==> config.mk <==
export PLATFORM = sky130hd
export DESIGN_NAME = hashed_timer_wheel_core
export DESIGN_NICKNAME = d
export VERILOG_FILES = /design/src/rtl/core/htw_pkg.sv /design/src/rtl/core/hashed_timer_wheel_core.sv
export VERILOG_INCLUDE_DIRS = /design/src /design/src/rtl/core
export SDC_FILE = /design/constraint.sdc
export NUM_CORES = 2
export LEC_CHECK = 0
export BUFFER_PORTS_ARGS = -buffer_cell sky130_fd_sc_hd__buf_2
export CAP_MARGIN = 20
export CORE_ASPECT_RATIO = 0.75
export CORE_UTILIZATION = 40
export DETAILED_ROUTE_END_ITERATION = 8
export GPL_ROUTABILITY_DRIVEN = 0
export PLACE_DENSITY = 0.61
export SYNTH_ARGS = -nofsm -noshare
export SYNTH_HDL_FRONTEND = slang
export SYNTH_HIERARCHICAL = 1
export SYNTH_SLANG_ARGS = --single-unit
==> constraint.sdc <==
create_clock -name clk -period 7.8 [get_ports clk]
set_input_delay 1.95 -clock clk [delete_from_list [all_inputs] [get_ports clk]]
set_output_delay 1.95 -clock clk [all_outputs]
set_load 0.05 [all_outputs]
==> src/rtl/core/hashed_timer_wheel_core_macros.svh <==
// ----------------------------------------------------------------------------
// Timer wheel assertion macros
// Immediate-reporting wrappers for concurrent assertions; empty under SYNTH.
// ----------------------------------------------------------------------------
`ifndef HASHED_TIMER_WHEEL_CORE_MACROS_SVH
`define HASHED_TIMER_WHEEL_CORE_MACROS_SVH
`ifndef SYNTH
`define HTW_ASSERT_IMP(label, clk, rst_n, ante, cons) \
  label: assert property (@(posedge clk) disable iff (!rst_n) (ante) |-> (cons)) \
    else $error("assertion failed");
`define HTW_ASSERT_NXT(label, clk, rst_n, ante, cons) \
  label: assert property (@(posedge clk) disable iff (!rst_n) (ante) |=> (cons)) \
    else $error("assertion failed");
`else
`define HTW_ASSERT_IMP(label, clk, rst_n, ante, cons)
`define HTW_ASSERT_NXT(label, clk, rst_n, ante, cons)
`endif
`endif

==> src/rtl/core/htw_pkg.sv <==
// ----------------------------------------------------------------------------
// Timer wheel package
// Sizes, operation codes, item structs and sequencer states.
// ----------------------------------------------------------------------------
package htw_pkg;
  localparam int NumSlots  = 64;
  localparam int NumTimers = 32;
  localparam int SlotW     = $clog2(NumSlots);
  localparam int TidW      = 5;
  localparam int HeadW     = 6;   // handle or NIL

  typedef enum logic [1:0] {
    OP_SCHED  = 2'd0,
    OP_CANCEL = 2'd1,
    OP_ADV    = 2'd2,
    OP_QUERY  = 2'd3
  } op_t;

  localparam logic [HeadW-1:0] Nil = HeadW'(NumTimers);

  typedef struct packed {
    logic [1:0]  op;
    logic [4:0]  timer_id;
    logic [5:0]  delay;
    logic [31:0] now_time;
  } in_item_t;

  typedef struct packed {
    logic       kind;
    logic [4:0] expired_id;
    logic [5:0] expired_count;
    logic [6:0] next_timeout;
    logic       was_scheduled;
    logic       last;
  } out_item_t;

  typedef enum logic [3:0] {
    ST_IDLE,
    ST_UNL_RD,
    ST_UNL_WR,
    ST_APP_RD,
    ST_APP_WR,
    ST_SCAN_RD,
    ST_SCAN_CHK,
    ST_QRY_RD,
    ST_QRY_CHK,
    ST_DONE,
    ST_OUT
  } state_t;
endpackage

==> src/rtl/core/hashed_timer_wheel_core.sv <==
// ----------------------------------------------------------------------------
// Hashed timer wheel core
// Slot lists over a fixed handle pool with schedule, cancel, advance, query.
// ----------------------------------------------------------------------------
// channel | dir | handshake           | payload
// in_     | in  | in_valid/in_ready   | htw_pkg::in_item_t
// out_    | out | out_valid/out_ready | htw_pkg::out_item_t
//
// Schedule and cancel: an idle cancel goes straight to the report; an armed
// handle is unlinked (read, write) and a schedule then appends it (read,
// write). Advance scans up to 64 slots and expires up to 32 handles; a report
// waiting in the output register stalls the scan. Query looks at up to 64
// slots.
// Reset clears all heads to empty and all handles to idle at once.
// in_ready is high only in the idle state.
module hashed_timer_wheel_core (
  input  logic               clk,
  input  logic               rst_n,
  input  logic               in_valid,
  output logic               in_ready,
  input  htw_pkg::in_item_t  in_data,
  output logic               out_valid,
  input  logic               out_ready,
  output htw_pkg::out_item_t out_data
);
  localparam int SW = htw_pkg::SlotW;
  localparam int HW = htw_pkg::HeadW;
  localparam int NT = htw_pkg::NumTimers;
  localparam int TW = htw_pkg::TidW;
  localparam int WW = 2 * HW;   // slot word: {head, tail}

  // slot words live in RAM; a slot never written reads as empty
  logic [htw_pkg::NumSlots-1:0] head_vld_r;
  logic [HW-1:0]   t_next_r [NT];
  logic [HW-1:0]   t_prev_r [NT];
  logic [SW-1:0]   t_slot_r [NT];
  logic [NT-1:0]   t_act_r;
  logic [31:0]     last_time_r;

  htw_pkg::state_t state_r, state_nxt;
  htw_pkg::in_item_t item_r;
  htw_pkg::out_item_t out_r;
  logic            out_vld_r;
  logic [SW-1:0]   slot_r;     // scan pointer and RAM address
  logic [SW:0]     left_r;     // slots left to scan
  logic [5:0]      cnt_r;
  logic            ws_r;

  logic            ram_we;
  logic            ram_re;
  logic [WW-1:0]   ram_wdata;
  logic [WW-1:0]   ram_rdata;

  htw_ram #(.Width(WW), .Depth(htw_pkg::NumSlots)) u_slot_ram (
    .clk   (clk),
    .we    (ram_we),
    .re    (ram_re),
    .addr  (slot_r),
    .wdata (ram_wdata),
    .rdata (ram_rdata)
  );

  // slot word read back at slot_r
  logic [HW-1:0] rd_head, rd_tail;
  assign rd_head = head_vld_r[slot_r] ? ram_rdata[WW-1:HW] : htw_pkg::Nil;
  assign rd_tail = ram_rdata[HW-1:0];

  // links of the handle named by the current item
  logic [HW-1:0] self_id, self_prev, self_next;
  assign self_id   = HW'(item_r.timer_id);
  assign self_prev = t_prev_r[item_r.timer_id];
  assign self_next = t_next_r[item_r.timer_id];

  // links of the head being popped by the scan
  logic          slot_busy;
  logic [HW-1:0] pop_next, pop_prev;
  assign slot_busy = (rd_head < HW'(NT));
  assign pop_next  = t_next_r[rd_head[TW-1:0]];
  assign pop_prev  = t_prev_r[rd_head[TW-1:0]];

  assign in_ready  = (state_r == htw_pkg::ST_IDLE);
  assign out_valid = out_vld_r;
  assign out_data  = out_r;

  // next state
  always_comb begin
    state_nxt = state_r;
    case (state_r)
      htw_pkg::ST_IDLE: begin
        if (in_valid) begin
          case (in_data.op)
            htw_pkg::OP_ADV:   state_nxt = htw_pkg::ST_SCAN_RD;
            htw_pkg::OP_QUERY: state_nxt = htw_pkg::ST_QRY_RD;
            default: begin
              // the 5-bit handle always lies inside the pool
              if (t_act_r[in_data.timer_id]) state_nxt = htw_pkg::ST_UNL_RD;
              else if (in_data.op == htw_pkg::OP_SCHED) state_nxt = htw_pkg::ST_APP_RD;
              else state_nxt = htw_pkg::ST_DONE;
            end
          endcase
        end
      end
      htw_pkg::ST_UNL_RD: state_nxt = htw_pkg::ST_UNL_WR;
      htw_pkg::ST_UNL_WR: begin
        if (item_r.op == htw_pkg::OP_SCHED) state_nxt = htw_pkg::ST_APP_RD;
        else state_nxt = htw_pkg::ST_DONE;
      end
      htw_pkg::ST_APP_RD: state_nxt = htw_pkg::ST_APP_WR;
      htw_pkg::ST_APP_WR: state_nxt = htw_pkg::ST_DONE;
      htw_pkg::ST_SCAN_RD: begin
        if (left_r == '0) state_nxt = htw_pkg::ST_DONE;
        else state_nxt = htw_pkg::ST_SCAN_CHK;
      end
      htw_pkg::ST_SCAN_CHK: begin
        // hold a pop while a report still waits in the output register
        if (!slot_busy || !out_vld_r) state_nxt = htw_pkg::ST_SCAN_RD;
      end
      htw_pkg::ST_QRY_RD: begin
        if (left_r == '0) state_nxt = htw_pkg::ST_DONE;
        else state_nxt = htw_pkg::ST_QRY_CHK;
      end
      htw_pkg::ST_QRY_CHK: begin
        if (rd_head != htw_pkg::Nil) state_nxt = htw_pkg::ST_DONE;
        else state_nxt = htw_pkg::ST_QRY_RD;
      end
      htw_pkg::ST_DONE: begin
        if (!out_vld_r) state_nxt = htw_pkg::ST_OUT;
      end
      htw_pkg::ST_OUT: begin
        if (!out_vld_r) state_nxt = htw_pkg::ST_IDLE;
      end
      default: state_nxt = htw_pkg::ST_IDLE;
    endcase
  end

  // slot RAM control
  always_comb begin
    ram_re    = 1'b0;
    ram_we    = 1'b0;
    ram_wdata = {rd_head, rd_tail};
    case (state_r)
      htw_pkg::ST_UNL_RD, htw_pkg::ST_APP_RD: ram_re = 1'b1;
      htw_pkg::ST_SCAN_RD, htw_pkg::ST_QRY_RD: ram_re = (left_r != '0);
      htw_pkg::ST_UNL_WR: begin
        // drop the handle from its slot ends
        ram_we    = 1'b1;
        ram_wdata = {(rd_head == self_id) ? self_next : rd_head,
                     (rd_tail == self_id) ? self_prev : rd_tail};
      end
      htw_pkg::ST_APP_WR: begin
        // append at the tail; an empty slot takes the handle as head too
        ram_we    = 1'b1;
        ram_wdata = {(rd_head == htw_pkg::Nil) ? self_id : rd_head, self_id};
      end
      htw_pkg::ST_SCAN_CHK: begin
        // pop the head: always the first of its list
        ram_we    = slot_busy && !out_vld_r;
        ram_wdata = {pop_next, (rd_tail == rd_head) ? pop_prev : rd_tail};
      end
      default: ;
    endcase
  end

  logic [31:0] dtime;
  assign dtime = in_data.now_time - last_time_r;

  // datapath and list updates
  always_ff @(posedge clk) begin
    if (!rst_n) begin
      state_r     <= htw_pkg::ST_IDLE;
      head_vld_r  <= '0;
      t_act_r     <= '0;
      last_time_r <= '0;
      out_vld_r   <= 1'b0;
    end else begin
      state_r <= state_nxt;
      if (out_vld_r && out_ready) out_vld_r <= 1'b0;
      if (ram_we) head_vld_r[slot_r] <= 1'b1;
      case (state_r)
        htw_pkg::ST_IDLE: begin
          if (in_valid) begin
            item_r <= in_data;
            cnt_r  <= '0;
            case (in_data.op)
              htw_pkg::OP_ADV: begin
                slot_r <= last_time_r[SW-1:0];
                if (in_data.now_time < last_time_r) left_r <= '0;
                else if (dtime >= 32'(htw_pkg::NumSlots - 1))
                  left_r <= (SW+1)'(htw_pkg::NumSlots);
                else left_r <= (SW+1)'(dtime) + (SW+1)'(1);
              end
              htw_pkg::OP_QUERY: begin
                slot_r <= in_data.now_time[SW-1:0];
                left_r <= (SW+1)'(htw_pkg::NumSlots);
              end
              default: begin
                // point at the old slot to unlink, else at the new one
                ws_r <= t_act_r[in_data.timer_id];
                if (t_act_r[in_data.timer_id]) slot_r <= t_slot_r[in_data.timer_id];
                else slot_r <= last_time_r[SW-1:0] + in_data.delay;
              end
            endcase
          end
        end
        htw_pkg::ST_UNL_WR: begin
          if (rd_head != self_id && self_prev < HW'(NT))
            t_next_r[self_prev[TW-1:0]] <= self_next;
          if (rd_tail != self_id && self_next < HW'(NT))
            t_prev_r[self_next[TW-1:0]] <= self_prev;
          t_act_r[item_r.timer_id] <= 1'b0;
          slot_r <= last_time_r[SW-1:0] + item_r.delay;
        end
        htw_pkg::ST_APP_RD: begin
          t_next_r[item_r.timer_id] <= htw_pkg::Nil;
          t_slot_r[item_r.timer_id] <= slot_r;
        end
        htw_pkg::ST_APP_WR: begin
          t_act_r[item_r.timer_id] <= 1'b1;
          if (rd_head == htw_pkg::Nil) t_prev_r[item_r.timer_id] <= htw_pkg::Nil;
          else begin
            t_prev_r[item_r.timer_id] <= rd_tail;
            if (rd_tail < HW'(NT)) t_next_r[rd_tail[TW-1:0]] <= self_id;
          end
        end
        htw_pkg::ST_SCAN_CHK: begin
          if (slot_busy) begin
            if (!out_vld_r) begin
              if (rd_tail != rd_head && pop_next < HW'(NT))
                t_prev_r[pop_next[TW-1:0]] <= pop_prev;
              t_act_r[rd_head[TW-1:0]] <= 1'b0;
              out_r     <= '{kind: 1'b0, expired_id: rd_head[TW-1:0], expired_count: '0,
                             next_timeout: '0, was_scheduled: 1'b0, last: 1'b0};
              out_vld_r <= 1'b1;
              cnt_r     <= cnt_r + 6'd1;
            end
          end else begin
            slot_r <= slot_r + SW'(1);
            left_r <= left_r - (SW+1)'(1);
          end
        end
        htw_pkg::ST_QRY_CHK: begin
          if (rd_head == htw_pkg::Nil) begin
            slot_r <= slot_r + SW'(1);
            left_r <= left_r - (SW+1)'(1);
          end
        end
        htw_pkg::ST_DONE: begin
          if (!out_vld_r) begin
            out_r <= '{kind: 1'b1, expired_id: '0,
                       expired_count: (item_r.op == htw_pkg::OP_ADV) ? cnt_r : '0,
                       next_timeout: (item_r.op != htw_pkg::OP_QUERY) ? 7'd0 :
                         (left_r == (SW+1)'(htw_pkg::NumSlots)) ? 7'd1 :
                         7'(htw_pkg::NumSlots) - 7'(left_r),
                       was_scheduled: (item_r.op == htw_pkg::OP_SCHED ||
                                       item_r.op == htw_pkg::OP_CANCEL) ? ws_r : 1'b0,
                       last: 1'b1};
            out_vld_r <= 1'b1;
            if (item_r.op == htw_pkg::OP_ADV) last_time_r <= item_r.now_time;
          end
        end
        default: ;
      endcase
    end
  end

`include "hashed_timer_wheel_core_macros.svh"

  `HTW_ASSERT_IMP(a_ready_idle, clk, rst_n, in_ready, !out_vld_r)
  `HTW_ASSERT_NXT(a_scan_end, clk, rst_n, state_r == htw_pkg::ST_SCAN_RD && left_r == '0, state_r == htw_pkg::ST_DONE)
  `HTW_ASSERT_IMP(a_cnt_max, clk, rst_n, state_r == htw_pkg::ST_SCAN_CHK, cnt_r <= 6'(NT))
  `HTW_ASSERT_IMP(a_left_max, clk, rst_n, state_r == htw_pkg::ST_SCAN_RD, left_r <= (SW+1)'(htw_pkg::NumSlots))
  `HTW_ASSERT_NXT(a_out_hold, clk, rst_n, out_vld_r && !out_ready, out_vld_r && $stable(out_r))
endmodule

// ----------------------------------------------------------------------------
// Generic single-port RAM
// One write and one registered read per cycle, at one address; read data holds
// until the next read.
// ----------------------------------------------------------------------------
module htw_ram #(
  parameter int Width = 8,
  parameter int Depth = 64
) (
  input  logic                     clk,
  input  logic                     we,
  input  logic                     re,
  input  logic [$clog2(Depth)-1:0] addr,
  input  logic [Width-1:0]         wdata,
  output logic [Width-1:0]         rdata
);
  logic [Width-1:0] mem_r [Depth];
  logic [Width-1:0] rdata_r;

  assign rdata = rdata_r;

  always_ff @(posedge clk) begin
    if (we) mem_r[addr] <= wdata;
    if (re) rdata_r <= mem_r[addr];
  end
endmodule
== After elaboration in Yosys (flattened, before gate mapping) ==
Memories as Yosys holds them, arrays and structs flattened. A register that Yosys moved wholly into a read port is not among the register bits.
Index checks and enable logic that the tools add are counted.

* Register bits: 219
* Bits in writable memories: 1344
* Bits of input ports: 49
* Output and inout port bits: 23
* Word-level logic and storage cells: 235
* Memories: 4

{| class="wikitable"
|+ Memories
! name !! words !! bits a word !! rd ports !! clocked after memory_dff !! wr ports !! RTL line !! source
|-
| u_slot_ram.mem_r || 64 || 12 || 1 || 1 || 1 || hashed_timer_wheel_core.sv:291 || <nowiki>logic [Width-1:0] mem_r [Depth];</nowiki>
|-
| t_next_r || 32 || 6 || 2 || 1 || 1 || hashed_timer_wheel_core.sv:34 || <nowiki>logic [HW-1:0] t_next_r [NT];</nowiki>
|-
| t_prev_r || 32 || 6 || 2 || 1 || 1 || hashed_timer_wheel_core.sv:35 || <nowiki>logic [HW-1:0] t_prev_r [NT];</nowiki>
|-
| t_slot_r || 32 || 6 || 1 || 0 || 1 || hashed_timer_wheel_core.sv:36 || <nowiki>logic [SW-1:0] t_slot_r [NT];</nowiki>
|}

* Add/subtract/negate cells: 8
* $lt $le $gt $ge: 14
* Equal/unequal tests: 33
* Multiplexer cells: 109
* Bitwise operators: 9
* Reduce and logical (&&, ||, !) cells: 39

{| class="wikitable"
|+ Operators with widths
! kind !! number
|-
| $mux 6 || 18
|-
| $pmux 32 s3 || 1
|-
| $and 32x32->32 || 2
|-
| $mux 32 || 2
|-
| $not 32->32 || 2
|-
| $or 64x64->64 || 1
|-
| $mux 21 || 3
|-
| $mux 7 || 7
|-
| $mux 1 || 46
|-
| $pmux 4 s11 || 1
|-
| $pmux 21 s2 || 1
|-
| $mux 4 || 9
|-
| $pmux 12 s3 || 1
|-
| $ge 32x6->1 const B || 1
|-
| $lt 32x32->1 || 1
|-
| $or 32x32->32 || 1
|-
| $sub 32x32->32 || 1
|-
| $lt 6x6->1 const B || 5
|-
| $mux 5 || 6
|-
| $pmux 6 s2 || 2
|-
| $pmux 6 s4 || 1
|-
| $reduce_or 6->1 || 4
|-
| $pmux 7 s3 || 1
|-
| $lt 5x6->1 const B || 3
|-
| 47 further kinds || 92
|}

== Longest topological paths before layout ==
An unclocked memory read counts as a cell.

* Word-level depth: 14
* Mapped depth: 17
* Mapped depth without buffers: 14

== By module ==
The synthesis kept the hierarchy.

{| class="wikitable"
|+ By module, submodules not included
! module !! times used !! cells each !! area an instance (um2) !! seq. area each (um2)
|-
| hashed_timer_wheel_core || 1 || 3146 || 39847.0 || 22611.7
|-
| htw_ram || 1 || 1747 || 30123.9 || 23422.5
|}

== Worst setup path before layout ==
OpenSTA, ideal clock, no wires.

* Path type: register -> register
* Start: reg slot_r[1]
* End: mem u_slot_ram/mem_r[0][5] (netlist bit) (data pin)
* Library setup time: 1.008 ns
* Arrival: 7.559 ns
* Required time: 6.792 ns
* Slack: -0.767 ns
* Stages on the path, launching flop included: 14
* Buffers on the path: 3
* Period minus slack after synthesis: 8.567 ns
* Path through: edfxtp_1 -> buf_6 -> mux2_1 -> a221oi_1 -> o22ai_1 -> a222oi_1 -> nand4_1 -> buf_2 -> o21ai_0 -> a32oi_1 -> a211oi_1 -> clkbuf_1 -> inv_1 -> o311ai_0

* Longest elaborated chain between the ends: 6
* Elaborated cells on any way between the ends: 7
* Those cells by class: eq/ne (1); mux (5); memory (1)

{| class="wikitable"
|+ Ends and longest elaborated chain
! item !! RTL line !! source
|-
| start: declaration || hashed_timer_wheel_core.sv:44 || <nowiki>logic [SW-1:0] slot_r;</nowiki>
|-
| start signal: assignment || hashed_timer_wheel_core.sv:186 || <nowiki>slot_r <= last_time_r[SW-1:0];</nowiki>
|-
| start signal: assignment || hashed_timer_wheel_core.sv:193 || <nowiki>slot_r <= in_data.now_time[SW-1:0];</nowiki>
|-
| start signal: assignment || hashed_timer_wheel_core.sv:199 || <nowiki>if (t_act_r[in_data.timer_id]) slot_r <= t_slot_r[in_data.timer_id];</nowiki>
|-
| $bmux 1 s6 * || hashed_timer_wheel_core.sv:65 || <nowiki>assign rd_head = head_vld_r[slot_r] ? ram_rdata[WW-1:HW] : htw_pkg::Nil;</nowiki>
|-
| $mux 1 (implied by the code) * || hashed_timer_wheel_core.sv:65 ||
|-
| $mux 6 * || hashed_timer_wheel_core.sv:65 ||
|-
| $mem_v2 32x6 or $eq 6x6->1 (tied branches) || n/a ||
|-
| $mux 6 * || hashed_timer_wheel_core.sv:158 || <nowiki>ram_wdata = {pop_next, (rd_tail == rd_head) ? pop_prev : rd_tail};</nowiki>
|-
| $pmux 12 s3 * || hashed_timer_wheel_core.sv:141 || <nowiki>case (state_r)</nowiki>
|-
| net ram_wdata[5] || hashed_timer_wheel_core.sv:51 || <nowiki>logic [WW-1:0] ram_wdata;</nowiki>
|-
| end: declaration || hashed_timer_wheel_core.sv:291 ||
|}

Mark *: on every way through the listed nets, which the timed path passes. The rest lies on a longest branch. The select of a mux whose other input is x is not followed.

== Final worst setup path ==
* Start: reg slot_r[1]
* End: mem t_prev_r[17][5] (netlist bit) (enable)

* Longest elaborated chain between the ends: 14
* Elaborated cells on any way between the ends: 30
* Those cells by class: order compare (2); eq/ne (2); mux (21); bitwise (1); reduce/logical (3); memory (1)

{| class="wikitable"
|+ Ends and longest elaborated chain
! item !! RTL line !! source
|-
| $bmux 1 s6 * || hashed_timer_wheel_core.sv:65 ||
|-
| $mux 1 (implied by the code) * || hashed_timer_wheel_core.sv:65 ||
|-
| $mux 6 * || hashed_timer_wheel_core.sv:65 ||
|-
| $mem_v2 32x6 || n/a ||
|-
| $lt 6x6->1 || hashed_timer_wheel_core.sv:228 || <nowiki>if (rd_tail != rd_head && pop_next < HW'(NT))</nowiki>
|-
| $logic_and 1x1->1 || hashed_timer_wheel_core.sv:228 ||
|-
| $mux 1 || hashed_timer_wheel_core.sv:228 ||
|-
| $mux 1 || hashed_timer_wheel_core.sv:227 || <nowiki>if (!out_vld_r) begin</nowiki>
|-
| $mux 1 || hashed_timer_wheel_core.sv:226 || <nowiki>if (slot_busy) begin</nowiki>
|-
| $mux 1 || hashed_timer_wheel_core.sv:179 || <nowiki>case (state_r)</nowiki>
|-
| $mux 1 || hashed_timer_wheel_core.sv:169 || <nowiki>if (!rst_n) begin</nowiki>
|-
| $mux 1 (implied by the code) || hashed_timer_wheel_core.sv:229 || <nowiki>t_prev_r[pop_next[TW-1:0]] <= pop_prev;</nowiki>
|-
| $reduce_or 6->1 (no line) || n/a ||
|-
| $mux 5 (no line) or $mux 1 (tied branches) || n/a ||
|-
| end: declaration || hashed_timer_wheel_core.sv:35 ||
|}

Every way passes the cells marked *; elsewhere a longest branch is shown, timed or not. The select of a mux whose other input is x is not followed.

==> results.json <==
{
  "status": "finished, final reports clean",
  "via_count": 46100,
  "first_global_vias": 42900,
  "worst_slew_pin_slew_ns": 1.16,
  "drc_errors": 0,
  "numCtsBuffers": 150,
  "synth_cell_types": 91,
  "clkSinkCount": 1579,
  "layout_common_cells": "edfxtp_1 (1441), nor2_1 (404), nand2_1 (324)",
  "ys.flop_type": "edfxtp_1",
  "drt_iter0_drc": 6641,
  "critical_path_arrival_ns": 7.45,
  "root_buffer": "clkbuf_16",
  "htreeDepth": 4,
  "postCtsHoldBufs": 0,
  "synthArstFlopShare": 0,
  "ys_seq_area_frac": 0.658,
  "synth_edf_count": 1441,
  "dieWidth_um": 485,
  "finalNonFillerCells": 7345,
  "hold_viol_final": 0,
  "path_cells": "buf_12, mux2_1, a221oi_1, o22ai_1, a222oi_1, and4_4, a211oi_1, nor4b_1, nand4_1, nor4_4, a31oi_2, nor2_1",
  "grt_start_max_net_pins": 112,
  "grt_use_total": 0.240,
  "ios": 72,
  "finalSetupViolCount": 0,
  "cts_tree": "done",
  "crit_type": "reg2reg",
  "final_common_cell": "edfxtp_1",
  "path_clk_slew_ns": 0.07,
  "port_buffers": 71,
  "end_kind": "register",
  "post-place-cells": 7064,
  "netlist_instances": 4893,
  "first_pass_iters": 9,
  "grt_pass1_wl_um": 309000,
  "peakVddDrop_mv": 0.420,
  "area_growth_pct": 11.9,
  "synth_area_per_cell_um2": 14.3,
  "clkPwrFrac": 0.263,
  "p_per_area_nw_per_um2": 355,
  "worstPathRequired_ns": 8.21,
  "leakagePower_uw": 0.0251,
  "power_frac_seq": 0.411,
  "wire_per_inst_um": 29.3,
  "drive_gt1_frac": 0.171,
  "antenna_found_initial": 17,
  "slew_viol_final": 0,
  "pwr-share-comb": 0.326,
  "start_util": 0.404,
  "nFillCells": 15100,
  "setup_tns_ns": 0,
  "core_um2": 173000,
  "drt-total-wl_um": 215000,
  "crit_slowest_cell": "nor4_4",
  "final_antenna_net_count": 0,
  "switching_power_uw": 10400,
  "max_cap_viol_count": 0,
  "grt.overflow.total": 0,
  "post_cts.repair.setup_buffers": 0,
  "dp_hpwl_um": 139000,
  "p_int_uw": 17500,
  "finalCritPeriodShare": 0.903,
  "cts_resized": 0,
  "max_stage_delay_ns": 1.00,
  "start_kind": "register",
  "routed_via_density": 6.28,
  "swShare": 0.372,
  "slew_headroom": 0.225,
  "die-area_um2": 177000,
  "fin_nets": 5037,
  "mappedNetlistArea_um2": 70000,
  "crit_fanout": 34,
  "syn_nets": 4991,
  "hold_class": "reg2reg",
  "rsz0062_at_grt": "false",
  "rows": 132,
  "fin_crit_ns": 7.04,
  "ys_ff_latch": 1579,
  "clk_latency_ns": 0.82,
  "fin_skew_ns": 0.0583,
  "cts.path.max_buffers": 3,
  "yosys_warnings": 6,
  "die_y_um": 364,
  "fmax_mhz": 142
}
-- kinds of logic (layout without fill, tap and decap cells) --
group,count (synthesis),count (layout),synth area share
AO/OA/AOI/OAI,1184,1184,0.116
XOR/XNOR,56,56,0.00701
adder cells (fa/ha/maj),49,49,0.00908
buffers and inverters,432,600,0.0270
flip-flops,1579,1579,0.658
multiplexers,451,451,0.108
other,0,6,0
AND/OR/NAND/NOR,1142,1142,0.0745
-- state kept, by name, indices dropped and copies added (netlist names), named ones only --
name / cells
item_r: 45
state_r: 4
cnt_r: 6
left_r: 7
t_slot_r: 192
out_valid: 1
ws_r: 1
t_next_r: 192
slot_r: 6
u_slot_ram/rdata: 12
t_act_r: 32
head_vld_r: 64
out_data: 20
last_time_r: 32
u_slot_ram/mem_r: 768
t_prev_r: 192
-- cells in the mapped netlist (54+ instances only) --
library cell,number,area [µm²]
a21oi_1,220,1100
a221oi_1,105,920
a22oi_1,147,1100
a31oi_1,54,338
and2_1,55,344
buf_2,97,485
clkbuf_1,175,657
dfxtp_1,138,2760
edfxtp_1,1441,43300
inv_1,78,293
mux2_2,86,968
mux2i_1,126,1260
mux4_2,233,5250
nand2_1,324,1220
nand3_1,74,370
nor2_1,426,1600
nor2b_1,56,350
nor3_1,61,305
o21ai_0,217,1090
-- final timing paths --
path                  from         endpoint  slack [ns]  cells after the start
max              slot_r[1]  t_prev_r[17][5]        0.76                     12
max reg2reg      slot_r[1]  t_prev_r[17][5]        0.76                     12
min reg2reg  head_vld_r[7]    head_vld_r[7]        0.47                      1
min          head_vld_r[7]    head_vld_r[7]        0.47                      1
-- metal layers --
metal,global-route usage,share of wire,vias up
met1,0.352,0.42,23500
met2,0.327,0.41,2862
met4,0.0662,0.024,18
met3,0.0920,0.14,349
met5,0,0.00057,-
li1,-,-,19400
-- per-stage QoR --
step	utilization	setup slack, ns	power [µW]	hold WS [ns]	instance area [µm²]
2_1_floorplan	-	0.939	16600	0.432	70000
3_3_place_gp	0.423	1.26	20200	0.447	73400
3_5_place_dp	0.424	1.13	20400	0.452	73400
4_1_cts	0.452	1.13	27600	0.468	78300
5_1_grt	0.452	0.608	28600	0.491	78300
6_report	0.452	0.756	27800	0.467	78300
-- cell type report --
| type | instances | area [µm²] | area share |
|---|---|---|---|
| inverters | 80 | 300 | 0.00383 |
| well taps | 2278 | 2850 | 0.0364 |
| clock buffers | 184 | 3930 | 0.0502 |
| clock inverters | 90 | 920 | 0.0117 |
| multi-input cells | 2882 | 22400 | 0.287 |
| diodes | 6 | 15.0 | 0.000192 |
| flip-flops and latches | 1579 | 46000 | 0.588 |
| repair buffers | 246 | 1800 | 0.0230 |
-- worst max-delay path, delay by kind of cell, from the launching register on --
kind | cells | cell delay [ns]
DFF | 1 | 0.94
muxes | 1 | 0.35
buffers and inverters | 1 | 0.29
and+or+nand+nor | 5 | 3.37
AOI/OAI and AO/OA | 5 | 1.60
-- power groups by stage --
stage	clock (µW)	combinational, µW	sequential [µW]
floorplan	0	5060	11500
global placement	0	8650	11600
detailed placement	0	8780	11600
CTS	7380	8800	11400
global route	7690	9420	11500
finish	7310	9080	11400
No activity file was read; power rests on OpenSTA's default activity.
